File: config.mk
export PLATFORM = sky130hd
export DESIGN_NAME = sonde_frame_checksum_diff_encoder
export DESIGN_NICKNAME = d
export VERILOG_FILES = /design/src/sv/sfcde_pkg.sv /design/src/sv/sfcde_regs.sv /design/src/sv/sfcde_front.sv /design/src/sv/sfcde_queue.sv /design/src/sv/sfcde_back.sv /design/src/sv/sonde_frame_checksum_diff_encoder.sv
export SDC_FILE = /design/constraint.sdc
export NUM_CORES = 1
export LEC_CHECK = 0
export BUFFER_PORTS_ARGS = -buffer_cell sky130_fd_sc_hd__buf_2
export CORE_ASPECT_RATIO = 0.9
export CORE_UTILIZATION = 55
export CTS_BUF_LIST = sky130_fd_sc_hd__clkbuf_16
export CTS_CLUSTER_DIAMETER = 80
export CTS_CLUSTER_SIZE = 12
export DETAILED_ROUTE_END_ITERATION = 6
export PLACE_DENSITY = 0.76
export SYNTH_ARGS = -nofsm -noshare
export SYNTH_HDL_FRONTEND = slang
export SYNTH_HIERARCHICAL = 1
export SYNTH_SLANG_ARGS = --single-unit
export TNS_END_PERCENT = 10
File: constraint.sdc
create_clock -name clk -period 10.85 [get_ports clk]
set_clock_uncertainty 0.15 [all_clocks]
set_input_delay 1.6275 -clock clk [delete_from_list [all_inputs] [get_ports clk]]
set_output_delay 1.6275 -clock clk [all_outputs]
set_load 0.01 [all_outputs]
File: src/sv/sfcde_pkg.sv
// shared types, codes and reset values of the sonde frame encoder
// no dependencies
package sfcde_pkg;

    localparam int RESULTS_MAX      = 21;
    localparam int SYNC_BYTES       = 4;
    localparam int CKS_BYTES        = 2;
    localparam int MAX_PREAMBLE_DEF = 16;

    // preamble count and per-item word step widths
    localparam int PRE_W  = 5;
    localparam int STEP_W = 5;

    // preamble room left inside the per-item word budget
    localparam logic [PRE_W-1:0] ROOM_BODY = PRE_W'(RESULTS_MAX - SYNC_BYTES - 1);
    localparam logic [PRE_W-1:0] ROOM_LAST =
        PRE_W'(RESULTS_MAX - SYNC_BYTES - 1 - CKS_BYTES);

    // queue between front and back; depth is a power of two
    localparam int QUEUE_DEPTH = 4;
    localparam int QPTR_W      = $clog2(QUEUE_DEPTH);
    localparam int QCNT_W      = $clog2(QUEUE_DEPTH + 1);

    // register port
    localparam int ADDR_W = 5;
    localparam int DATA_W = 32;

    typedef enum logic [2:0] {
        REG_PRE_LEN  = 3'd0,
        REG_PRE_VAL  = 3'd1,
        REG_SYNC     = 3'd2,
        REG_INIT_LVL = 3'd3,
        REG_ENC_EN   = 3'd4
    } reg_idx_t;

    localparam logic [PRE_W-1:0] PRE_LEN_RST  = PRE_W'(16);
    localparam logic [7:0]       PRE_VAL_RST  = 8'h99;
    localparam logic [31:0]      SYNC_RST     = 32'h9999_4C99;
    localparam logic             INIT_LVL_RST = 1'b1;
    localparam logic             ENC_EN_RST   = 1'b1;

    // word kinds
    localparam logic [1:0] KIND_PRE  = 2'd0;
    localparam logic [1:0] KIND_SYNC = 2'd1;
    localparam logic [1:0] KIND_BODY = 2'd2;
    localparam logic [1:0] KIND_CKS  = 2'd3;

    typedef struct packed {
        logic [PRE_W-1:0] pre_len;
        logic [7:0]       pre_val;
        logic [31:0]      sync_word;
        logic             init_level;
        logic             enc_en;
    } cfg_t;

    typedef struct packed {
        logic [7:0]       data;
        logic             last;
        logic             open;
        logic [PRE_W-1:0] pre_cnt;
    } qent_t;

endpackage

File: src/sv/sfcde_regs.sv
// configuration registers behind the apb-style port
// depends on sfcde_pkg
module sfcde_regs (
    input  logic                     clk,
    input  logic                     rst_n,
    input  logic                     psel,
    input  logic                     penable,
    input  logic                     pwrite,
    input  logic [sfcde_pkg::ADDR_W-1:0] paddr,
    input  logic [sfcde_pkg::DATA_W-1:0] pwdata,
    output logic [sfcde_pkg::DATA_W-1:0] prdata,
    output logic                     pready,
    output sfcde_pkg::cfg_t          cfg
);
    import sfcde_pkg::*;

    logic [PRE_W-1:0] pre_len_reg, pre_len_next;
    logic [7:0]       pre_val_reg, pre_val_next;
    logic [31:0]      sync_reg, sync_next;
    logic             init_lvl_reg, init_lvl_next;
    logic             enc_en_reg, enc_en_next;
    logic [2:0]       idx;
    logic             wr;

    assign idx    = paddr[4:2];
    assign wr     = psel && penable && pwrite;
    assign pready = 1'b1;

    always_comb
    begin
        pre_len_next  = pre_len_reg;
        pre_val_next  = pre_val_reg;
        sync_next     = sync_reg;
        init_lvl_next = init_lvl_reg;
        enc_en_next   = enc_en_reg;
        if (wr)
        begin
            unique case (idx)
                REG_PRE_LEN:  pre_len_next  = pwdata[PRE_W-1:0];
                REG_PRE_VAL:  pre_val_next  = pwdata[7:0];
                REG_SYNC:     sync_next     = pwdata[31:0];
                REG_INIT_LVL: init_lvl_next = pwdata[0];
                REG_ENC_EN:   enc_en_next   = pwdata[0];
                default:      ;
            endcase
        end
    end

    always_comb
    begin
        unique case (idx)
            REG_PRE_LEN:  prdata = DATA_W'(pre_len_reg);
            REG_PRE_VAL:  prdata = DATA_W'(pre_val_reg);
            REG_SYNC:     prdata = DATA_W'(sync_reg);
            REG_INIT_LVL: prdata = DATA_W'(init_lvl_reg);
            REG_ENC_EN:   prdata = DATA_W'(enc_en_reg);
            default:      prdata = '0;
        endcase
    end

    always_ff @(posedge clk or negedge rst_n)
    begin
        if (!rst_n)
        begin
            pre_len_reg  <= PRE_LEN_RST;
            pre_val_reg  <= PRE_VAL_RST;
            sync_reg     <= SYNC_RST;
            init_lvl_reg <= INIT_LVL_RST;
            enc_en_reg   <= ENC_EN_RST;
        end
        else
        begin
            pre_len_reg  <= pre_len_next;
            pre_val_reg  <= pre_val_next;
            sync_reg     <= sync_next;
            init_lvl_reg <= init_lvl_next;
            enc_en_reg   <= enc_en_next;
        end
    end

    assign cfg = '{pre_len: pre_len_reg, pre_val: pre_val_reg, sync_word: sync_reg,
                   init_level: init_lvl_reg, enc_en: enc_en_reg};

endmodule

File: src/sv/sfcde_front.sv
// input side: accepts body bytes, marks frame openers, sizes the preamble
// depends on sfcde_pkg
module sfcde_front #(
    parameter int MAX_PREAMBLE = sfcde_pkg::MAX_PREAMBLE_DEF
) (
    input  logic            clk,
    input  logic            rst_n,
    input  logic            in_valid,
    output logic            in_stall,
    input  logic [7:0]      data_byte,
    input  logic            last_in,
    input  sfcde_pkg::cfg_t cfg,
    input  logic            q_full,
    output logic            push,
    output sfcde_pkg::qent_t push_ent
);
    import sfcde_pkg::*;

    localparam logic [PRE_W:0] MAXP = (PRE_W + 1)'(MAX_PREAMBLE);

    logic             inside_reg, inside_next;
    logic [PRE_W:0]   pl_wide;
    logic [PRE_W-1:0] room;

    assign in_stall = q_full;
    assign push     = in_valid && !q_full;

    // preamble length clamped to the parameter and to the word budget
    always_comb
    begin
        room    = last_in ? ROOM_LAST : ROOM_BODY;
        pl_wide = {1'b0, cfg.pre_len};
        if (pl_wide > MAXP)
            pl_wide = MAXP;
        if (pl_wide > {1'b0, room})
            pl_wide = {1'b0, room};
    end

    assign push_ent = '{data: data_byte, last: last_in, open: !inside_reg,
                        pre_cnt: pl_wide[PRE_W-1:0]};

    assign inside_next = push ? !last_in : inside_reg;

    always_ff @(posedge clk or negedge rst_n)
    begin
        if (!rst_n)
            inside_reg <= 1'b0;
        else
            inside_reg <= inside_next;
    end

endmodule

File: src/sv/sfcde_queue.sv
// short queue of classified bytes between front and back
// depends on sfcde_pkg
module sfcde_queue (
    input  logic             clk,
    input  logic             rst_n,
    input  logic             push,
    input  sfcde_pkg::qent_t push_ent,
    output logic             full,
    input  logic             pop,
    output logic             head_valid,
    output sfcde_pkg::qent_t head
);
    import sfcde_pkg::*;

    qent_t             mem_reg [QUEUE_DEPTH];
    logic [QPTR_W-1:0] wr_ptr_reg, wr_ptr_next;
    logic [QPTR_W-1:0] rd_ptr_reg, rd_ptr_next;
    logic [QCNT_W-1:0] cnt_reg, cnt_next;

    assign full       = (cnt_reg == QCNT_W'(QUEUE_DEPTH));
    assign head_valid = (cnt_reg != '0);
    assign head       = mem_reg[rd_ptr_reg];

    always_comb
    begin
        wr_ptr_next = push ? wr_ptr_reg + 1'b1 : wr_ptr_reg;
        rd_ptr_next = pop ? rd_ptr_reg + 1'b1 : rd_ptr_reg;
        cnt_next    = cnt_reg;
        if (push && !pop)
            cnt_next = cnt_reg + 1'b1;
        else if (pop && !push)
            cnt_next = cnt_reg - 1'b1;
    end

    always_ff @(posedge clk)
    begin
        if (push)
            mem_reg[wr_ptr_reg] <= push_ent;
    end

    always_ff @(posedge clk or negedge rst_n)
    begin
        if (!rst_n)
        begin
            wr_ptr_reg <= '0;
            rd_ptr_reg <= '0;
            cnt_reg    <= '0;
        end
        else
        begin
            wr_ptr_reg <= wr_ptr_next;
            rd_ptr_reg <= rd_ptr_next;
            cnt_reg    <= cnt_next;
        end
    end

endmodule

File: src/sv/sfcde_back.sv
// output sequencer: preamble, sync, coded body and checksum words
// depends on sfcde_pkg
module sfcde_back (
    input  logic             clk,
    input  logic             rst_n,
    input  sfcde_pkg::cfg_t  cfg,
    input  logic             head_valid,
    input  sfcde_pkg::qent_t head,
    output logic             pop,
    output logic             out_valid,
    input  logic             out_stall,
    output logic [7:0]       out_byte,
    output logic [1:0]       byte_kind,
    output logic             last_out
);
    import sfcde_pkg::*;

    typedef enum logic [2:0] {
        PH_PRE,
        PH_SYNC,
        PH_BODY,
        PH_CKHI,
        PH_CKLO
    } phase_t;

    function automatic logic [15:0] cks_update(logic [15:0] c, logic [7:0] b);
        logic [7:0] rb;
        logic [7:0] t;
        logic [7:0] s;
        rb = {b[0], b[7:1]};
        rb = rb ^ (rb >> 2);
        t  = {c[1] ^ c[3] ^ c[5], c[0] ^ c[2] ^ c[4], c[5:0]};
        s  = c[14:7];
        s  = s ^ (s >> 2);
        return {c[7:0], rb ^ t ^ s};
    endfunction

    // returns {level after last bit, coded byte}; raw and level kept when off
    function automatic logic [8:0] line_code(logic [7:0] v, logic lvl, logic en);
        logic [7:0] r;
        logic       l;
        l = lvl;
        r = '0;
        for (int j = 7; j >= 0; j--)
        begin
            if (!v[j])
                l = ~l;
            r[j] = l;
        end
        return en ? {l, r} : {lvl, v};
    endfunction

    logic [STEP_W-1:0] step_reg, step_next;
    logic [15:0]       cks_reg, cks_next;
    logic              level_reg, level_next;
    logic              out_valid_reg, out_valid_next;
    logic [7:0]        out_byte_reg, out_byte_next;
    logic [1:0]        kind_reg, kind_next;
    logic              last_reg, last_next;

    logic [STEP_W-1:0] npre;
    logic [STEP_W-1:0] body_pos;
    logic [STEP_W-1:0] final_pos;
    logic [1:0]        sync_idx;
    logic [7:0]        sync_byte;
    logic [8:0]        coded;
    logic [7:0]        code_in;
    phase_t            phase;
    logic              load;
    logic              emit;

    // position of the current word within the head item's words
    always_comb
    begin
        npre      = head.open ? STEP_W'(head.pre_cnt) : '0;
        body_pos  = npre + (head.open ? STEP_W'(SYNC_BYTES) : '0);
        final_pos = body_pos + (head.last ? STEP_W'(CKS_BYTES) : '0);
        sync_idx  = 2'(step_reg - npre);
        if (step_reg < npre)
            phase = PH_PRE;
        else if (step_reg < body_pos)
            phase = PH_SYNC;
        else if (step_reg == body_pos)
            phase = PH_BODY;
        else if (step_reg == body_pos + 1'b1)
            phase = PH_CKHI;
        else
            phase = PH_CKLO;
    end

    always_comb
    begin
        case (sync_idx)
            2'd0:    sync_byte = cfg.sync_word[31:24];
            2'd1:    sync_byte = cfg.sync_word[23:16];
            2'd2:    sync_byte = cfg.sync_word[15:8];
            default: sync_byte = cfg.sync_word[7:0];
        endcase
    end

    always_comb
    begin
        case (phase)
            PH_CKHI: code_in = cks_reg[15:8];
            PH_CKLO: code_in = cks_reg[7:0];
            default: code_in = head.data;
        endcase
        coded = line_code(code_in, level_reg, cfg.enc_en);
    end

    assign load = !out_valid_reg || !out_stall;
    assign emit = head_valid && load;
    assign pop  = emit && (step_reg == final_pos);

    always_comb
    begin
        step_next      = step_reg;
        cks_next       = cks_reg;
        level_next     = level_reg;
        out_valid_next = load ? head_valid : out_valid_reg;
        out_byte_next  = out_byte_reg;
        kind_next      = kind_reg;
        last_next      = last_reg;
        if (emit)
        begin
            step_next = pop ? '0 : step_reg + 1'b1;
            last_next = 1'b0;
            unique case (phase)
                PH_PRE:
                begin
                    out_byte_next = cfg.pre_val;
                    kind_next     = KIND_PRE;
                end
                PH_SYNC:
                begin
                    out_byte_next = sync_byte;
                    kind_next     = KIND_SYNC;
                    // frame state restarts as the header closes
                    if (sync_idx == 2'(SYNC_BYTES - 1))
                    begin
                        cks_next   = '0;
                        level_next = cfg.init_level;
                    end
                end
                PH_BODY:
                begin
                    out_byte_next = coded[7:0];
                    kind_next     = KIND_BODY;
                    level_next    = coded[8];
                    cks_next      = cks_update(cks_reg, head.data);
                end
                PH_CKHI:
                begin
                    out_byte_next = coded[7:0];
                    kind_next     = KIND_CKS;
                    level_next    = coded[8];
                end
                PH_CKLO:
                begin
                    out_byte_next = coded[7:0];
                    kind_next     = KIND_CKS;
                    level_next    = coded[8];
                    last_next     = 1'b1;
                end
                default: ;
            endcase
        end
    end

    always_ff @(posedge clk or negedge rst_n)
    begin
        if (!rst_n)
        begin
            step_reg      <= '0;
            cks_reg       <= '0;
            level_reg     <= 1'b1;
            out_valid_reg <= 1'b0;
        end
        else
        begin
            step_reg      <= step_next;
            cks_reg       <= cks_next;
            level_reg     <= level_next;
            out_valid_reg <= out_valid_next;
        end
    end

    always_ff @(posedge clk)
    begin
        out_byte_reg <= out_byte_next;
        kind_reg     <= kind_next;
        last_reg     <= last_next;
    end

    assign out_valid = out_valid_reg;
    assign out_byte  = out_byte_reg;
    assign byte_kind = kind_reg;
    assign last_out  = last_reg;

endmodule

File: src/sv/sonde_frame_checksum_diff_encoder.sv
// sonde frame framer top level: register port, front, queue and back sequencer
// depends on sfcde_pkg, sfcde_regs, sfcde_front, sfcde_queue, sfcde_back
//
// input channel (in_valid/in_stall) takes one frame body byte per word with
// last_in on the final byte. output channel (out_valid/out_stall) gives one
// line word per cycle while not stalled, with its kind and a last flag on the
// low checksum byte. the first body byte of a frame expands to the preamble
// run (clamped to MAX_PREAMBLE and to 16, or 14 for a one-byte frame), four
// raw sync bytes and the coded body byte; a last byte adds the two coded
// checksum bytes. an accepted byte is written into the queue and then into
// the output register. the back sequencer puts out one word per cycle while
// it holds a queued byte and is not stalled, so a body byte inside a frame
// costs one word, a frame opener preamble+5 words and a last byte 2 more;
// the 4-entry queue absorbs the burst while the front keeps taking bytes.
// when out_stall is high the output register holds its word and the sequencer
// waits; in_stall rises only when the queue is full.
// reset clears the queue, the frame state and the output valid, and loads the
// registers with their defaults; registers are written through psel/penable
module sonde_frame_checksum_diff_encoder #(
    parameter int MAX_PREAMBLE = sfcde_pkg::MAX_PREAMBLE_DEF
) (
    input  logic                         clk,
    input  logic                         rst_n,
    // register port
    input  logic                         psel,
    input  logic                         penable,
    input  logic                         pwrite,
    input  logic [sfcde_pkg::ADDR_W-1:0] paddr,
    input  logic [sfcde_pkg::DATA_W-1:0] pwdata,
    output logic [sfcde_pkg::DATA_W-1:0] prdata,
    output logic                         pready,
    // body byte channel
    input  logic                         in_valid,
    output logic                         in_stall,
    input  logic [7:0]                   data_byte,
    input  logic                         last_in,
    // line word channel
    output logic                         out_valid,
    input  logic                         out_stall,
    output logic [7:0]                   out_byte,
    output logic [1:0]                   byte_kind,
    output logic                         last_out
);
    import sfcde_pkg::*;

    cfg_t  cfg;
    qent_t push_ent;
    qent_t head;
    logic  push;
    logic  q_full;
    logic  pop;
    logic  head_valid;

    sfcde_regs u_regs (
        .clk     (clk),
        .rst_n   (rst_n),
        .psel    (psel),
        .penable (penable),
        .pwrite  (pwrite),
        .paddr   (paddr),
        .pwdata  (pwdata),
        .prdata  (prdata),
        .pready  (pready),
        .cfg     (cfg)
    );

    // front: marks frame openers and sizes their preamble
    sfcde_front #(
        .MAX_PREAMBLE (MAX_PREAMBLE)
    ) u_front (
        .clk       (clk),
        .rst_n     (rst_n),
        .in_valid  (in_valid),
        .in_stall  (in_stall),
        .data_byte (data_byte),
        .last_in   (last_in),
        .cfg       (cfg),
        .q_full    (q_full),
        .push      (push),
        .push_ent  (push_ent)
    );

    // decouples byte intake from the multi-word frame header
    sfcde_queue u_queue (
        .clk        (clk),
        .rst_n      (rst_n),
        .push       (push),
        .push_ent   (push_ent),
        .full       (q_full),
        .pop        (pop),
        .head_valid (head_valid),
        .head       (head)
    );

    // back: checksum, line code and the registered output word
    sfcde_back u_back (
        .clk        (clk),
        .rst_n      (rst_n),
        .cfg        (cfg),
        .head_valid (head_valid),
        .head       (head),
        .pop        (pop),
        .out_valid  (out_valid),
        .out_stall  (out_stall),
        .out_byte   (out_byte),
        .byte_kind  (byte_kind),
        .last_out   (last_out)
    );

endmodule

Word-level counts from Yosys, hierarchy flattened
Memories as Yosys holds them, arrays and structs flattened.
Index checks and enable logic that the tools add are counted.

word-level totals
  bits in registers = 89
  memory bits (writable) = 60
  input port bits = 53
  output and inout port bits = 46
  word-level logic and storage cells = 132
  memories = 1

cells by class
  add/sub/neg operators = 9
  $lt $le $gt $ge = 4
  equality and inequality tests = 17
  multiplexer cells = 34
  bitwise gates (word level) = 16
  reductions and logical operators = 35

memories
  name             words  width  rd ports  clocked after memory_dff  write ports  line               RTL
  u_queue.mem_reg  4      15     1         0                         1            sfcde_queue.sv:15  qent_t mem_reg [QUEUE_DEPTH];

operators by type and width
  kind                 number
  $pmux 32 s5          1
  $pmux 8 s3           2
  $pmux 16 s2          1
  $mux 5               5
  $mux 3               7
  $mux 16              1
  $pmux 8 s2           1
  $xor 8x6->8          2
  $xor 8x8->8          2
  $eq 5x5->1           3
  $reduce_and 2->1     7
  $eq 3x2->1 const B   4
  $mux 1               12
  $add 5x1->5 const B  2
  $lt 5x5->1           2
  $eq 3x3->1 const B   3
  $mux 9               1
  $not 1->1            8
  $pmux 2 s4           1
  $logic_and 1x1->1    7
  $logic_not 1->1      7
  $eq 3x1->1 const B   2
  $logic_not 3->1      2
  $reduce_bool 2->1    3
  22 further kinds     29

Depth between registers and ports, before layout
An unclocked memory read counts as a cell.

  depth after elaboration = 28
  depth in mapped cells = 21
  depth with buffers taken out = 18

By module
The synthesis kept the hierarchy.

modules (own cells, without submodules)
  module       instances  cells an instance  area an instance (µm²)  sequential area each (µm²)
  sfcde_back   1          300                2859.0                  907.1
  sfcde_queue  1          113                2598.7                  1976.9
  sfcde_regs   1          169                2219.6                  1203.7
  sfcde_front  1          34                 316.6                   25.0

Worst setup path after synthesis
No wires, ideal clock.

  kind = flip-flop to flip-flop
  from = register u_queue.rd_ptr_reg[0]
  to = register u_back.out_byte_reg[1], in the netlist u_back/out_byte[1] (data pin)
  library setup time = 266 ps
  arrival time = 4085 ps
  data required time = 10434 ps
  slack = 6348 ps
  stages on the path, launching flop included = 19
  path buffers = 2
  period minus slack after synthesis = 4502 ps
  cells stage by stage = dfrtp_1 > buf_6 > mux4_1 > and2_2 > ha_1 > inv_1 > ha_1 > a21o_1 > a21oi_1 > nand2_1 > nand2_2 > inv_2 > buf_2 > a21oi_1 > a31oi_1 > a211o_2 > xnor3_2 > a221oi_1 > o21ai_1

RTL lines
  element                 line               RTL
  start, declared         sfcde_queue.sv:17  logic [QPTR_W-1:0] rd_ptr_reg, rd_ptr_next;
  start signal, assigned  sfcde_queue.sv:52  rd_ptr_reg <= rd_ptr_next;
  end signal, assigned    sfcde_back.sv:190  out_byte_reg <= out_byte_next;
  end, declared           sfcde_back.sv:57   logic [7:0] out_byte_reg, out_byte_next;

==> impl_metrics.tcl <==
set metrics [dict create \
    run_status "finished clean" \
    synthArstFlopShare 0.5235 \
    clk_path_buf_depth 2 \
    syn_nets 692 \
    worstPathArrival_ns 5.82 \
    vias 5206 \
    start_kind "flop" \
    antenna_found_initial 0 \
    end_kind "flop" \
    grt_setup_unrepaired "no" \
    peakVddDrop_mv 0.2154 \
    overflow 0 \
    postLayoutSetupSlackWorst_ns 5.053 \
    clk_pin_slew_ns 0.07 \
    p_sw_frac 0.4097 \
    drtPass1Iterations 5 \
    hold_path.class "flop to flop" \
    p_sw_uw 1283 \
    routedWlPerCell_um 18.93 \
    synthTopCellsByArea "edfxtp_1, dfrtp_1, dfstp_2, mux2_2, mux4_2" \
    syn_area_um2 7994 \
    seq_power_share 0.293 \
    dp_hpwl_um 12070 \
    setup_viol 0 \
    period_minus_slack_ns 5.797 \
    maxSlewHeadroom 0.2142 \
    intPower_uw 1849 \
    coreArea_um2 14110 \
    drv_slew 0 \
    max_freq_mhz 172.5 \
    ys_seq_elements 149 \
    cts_root_buf "clkbuf_16" \
    fin_crit_sh 0.5343 \
    power_frac_comb 0.527 \
    leakage_uw 0.003757 \
    dp_cells 871 \
    ant_nets 0 \
    final_cells 903 \
    synth.avg_cell_area_um2 12.98 \
    synth_ff_type "edfxtp_1" \
    hold_buffers 0 \
    cp_max_fo 17 \
    grt_pass1_vias 5130 \
    synth_edf_count 71 \
    final-hold-violation-count 0 \
    dieArea_um2 15020 \
    synthDistinctLibCells 79 \
    grt_use_total 0.2453 \
    io_pins 99 \
    final_common_cell "buf_2" \
    mostFrequentLayoutCells "buf_2, edfxtp_1, dfrtp_1, mux2_2, nand2_1" \
    met3_usage 0.06184 \
    initial_utilization 0.5667 \
    syn-instance-count 616 \
    clkSinkCount 149 \
    area_growth_pct 13.30 \
    grt_max_degree 79 \
    viasPerCell 5.765 \
    cts_setup_buffers 0 \
    die_y_um 116.4 \
    diodes 0 \
    clk_latency_ns 0.44 \
    crit_required_ns 10.88 \
    ys_seq_area_frac 0.5145 \
    finalNetCount 773 \
    cts_tree "built" \
    dp_slack_ns 5.077 \
    port_buffers 95 \
    use_met2 0.3989 \
    max-cap-violations 0 \
    grt.busiest_layer "met2" \
    drive_above_1_share 0.3507 \
    ctsHtreeMaxLevel 4 \
    cts_buffers 17 \
    path_class "flop to flop" \
    power_density_nw_per_um2 345.8 \
    yosysTopAreaCell "edfxtp_1" \
    largest_register_ffs 60 \
    num_rows 41 \
    power.clock.fraction 0.180 \
    synth-warning-count 6 \
    die_width_um 129.1 \
    drtIter0Drc 436 \
    grt_pass1_wl_um 26940 \
    synth_top_area_share 0.2667 \
    tightest_slew_ns 1.171 \
    p_total_uw 3132 \
    grt_util_met1 0.3232 \
    routed_wl_um 17090 \
    place.gp.congestion 0.8553 \
    setup_tns_ns 0 \
    drc 0 \
    cts_resized 0 \
]
==> per-stage QoR <==
step                area (um2)  hold slack (ns)  utilization
finish                    9057           0.3347       0.6420
CTS                       9057           0.3330       0.6420
global placement          8494           0.3237       0.6021
detailed placement        8494           0.3202       0.6021
global route              9057           0.3724       0.6420
floorplan                 7994           0.2991            -
==> cells by family (layout without fill, tap and decap cells) <==
logic type | after synthesis | in the layout | synth area share
AND/OR/NAND/NOR | 155 | 155 | 0.1038
multiplexers | 85 | 85 | 0.1546
XOR/XNOR | 56 | 56 | 0.07137
other | 1 | 1 | 0.0004691
AO/OA/AOI/OAI | 92 | 92 | 0.07842
flip-flops | 149 | 149 | 0.5145
buffers and inverters | 55 | 149 | 0.03991
adder cells (fa/ha/maj) | 23 | 23 | 0.03694
==> power groups by stage <==
stage | registers [uW] | clock network (uW) | logic, uW
2_1_floorplan | 875 | 0 | 1350
3_3_place_gp | 917 | 0 | 1570
3_5_place_dp | 928 | 0 | 1630
4_1_cts | 920 | 573 | 1640
5_1_grt | 939 | 596 | 1800
6_report | 919 | 564 | 1650
==> worst max-delay path: stages (launching register included) <==
cell and delay [ns]:
dfrtp_1 0.99, mux4_1 0.79, and2_2 0.25, ha_1 0.35
inv_1 0.06, ha_1 0.29, a21o_1 0.18, a21oi_1 0.22
nand2_1 0.20, nand2_2 0.18, inv_2 0.13, and2_1 0.31
a31oi_2 0.25, xnor3_2 0.40, xnor3_2 0.39, a221oi_1 0.32
o21ai_1 0.09
==> path summary, 6_finish.rpt <==
kind / from / to / slack, ns / cells after the start
min in group asynchronous: rst_n / u_back/cks_reg[0] / 1.19 / 1
max in group asynchronous: rst_n / u_back/step_reg[4] / 8.66 / 1
max reg2reg: u_queue/rd_ptr_reg[0] / u_back/out_byte[1] / 5.05 / 16
max: u_queue/rd_ptr_reg[0] / u_back/out_byte[1] / 5.05 / 16
min reg2reg: u_queue/cnt_reg[2] / u_queue/cnt_reg[2] / 0.33 / 1
min: u_queue/cnt_reg[2] / u_queue/cnt_reg[2] / 0.33 / 1
==> area by class of cell <==
cell class / instances / area [um2]
clock buffers: 18 / 450.4
inverters: 19 / 71.32
fillers: 1076 / 5050
flip-flops and latches: 149 / 4113
clock inverters: 14 / 112.6
repair buffers: 98 / 500.5
well taps: 193 / 241.5
multi-input cells: 412 / 3568
==> synth_stat cells, types with 2 or more instances <==
cell,count
buf_2,5
o21ai_1,8
nor3_2,2
a21o_1,2
o21a_1,2
and3_1,4
mux4_2,16
nor2b_1,6
nand3_1,11
clkbuf_1,8
o21ai_0,21
nor3_1,3
a21oi_1,21
and2_1,30
mux2_2,47
or2_2,5
dfstp_2,23
ha_1,22
mux2_4,2
a32oi_1,2
xnor3_2,2
dfrtp_1,55
a31oi_1,5
edfxtp_1,71
a22oi_1,3
buf_4,18
nand2_1,37
mux2i_1,11
mux2_1,2
a22o_1,7
nand4_1,5
or3_1,4
inv_1,17
nor2_1,30
nand2b_1,3
a21oi_4,2
xor2_1,18
mux4_1,7
xnor2_1,32
a221oi_1,2
and2_2,3
buf_6,3
nor3b_1,2
o31ai_1,2
==> layer usage <==
layer,share of wire,vias up
li1,-,2398
met1,0.44,2633
met2,0.50,153
met3,0.047,22
met4,0.014,0
met5,0,-
Note: power is estimated with default switching activity, not from simulation.
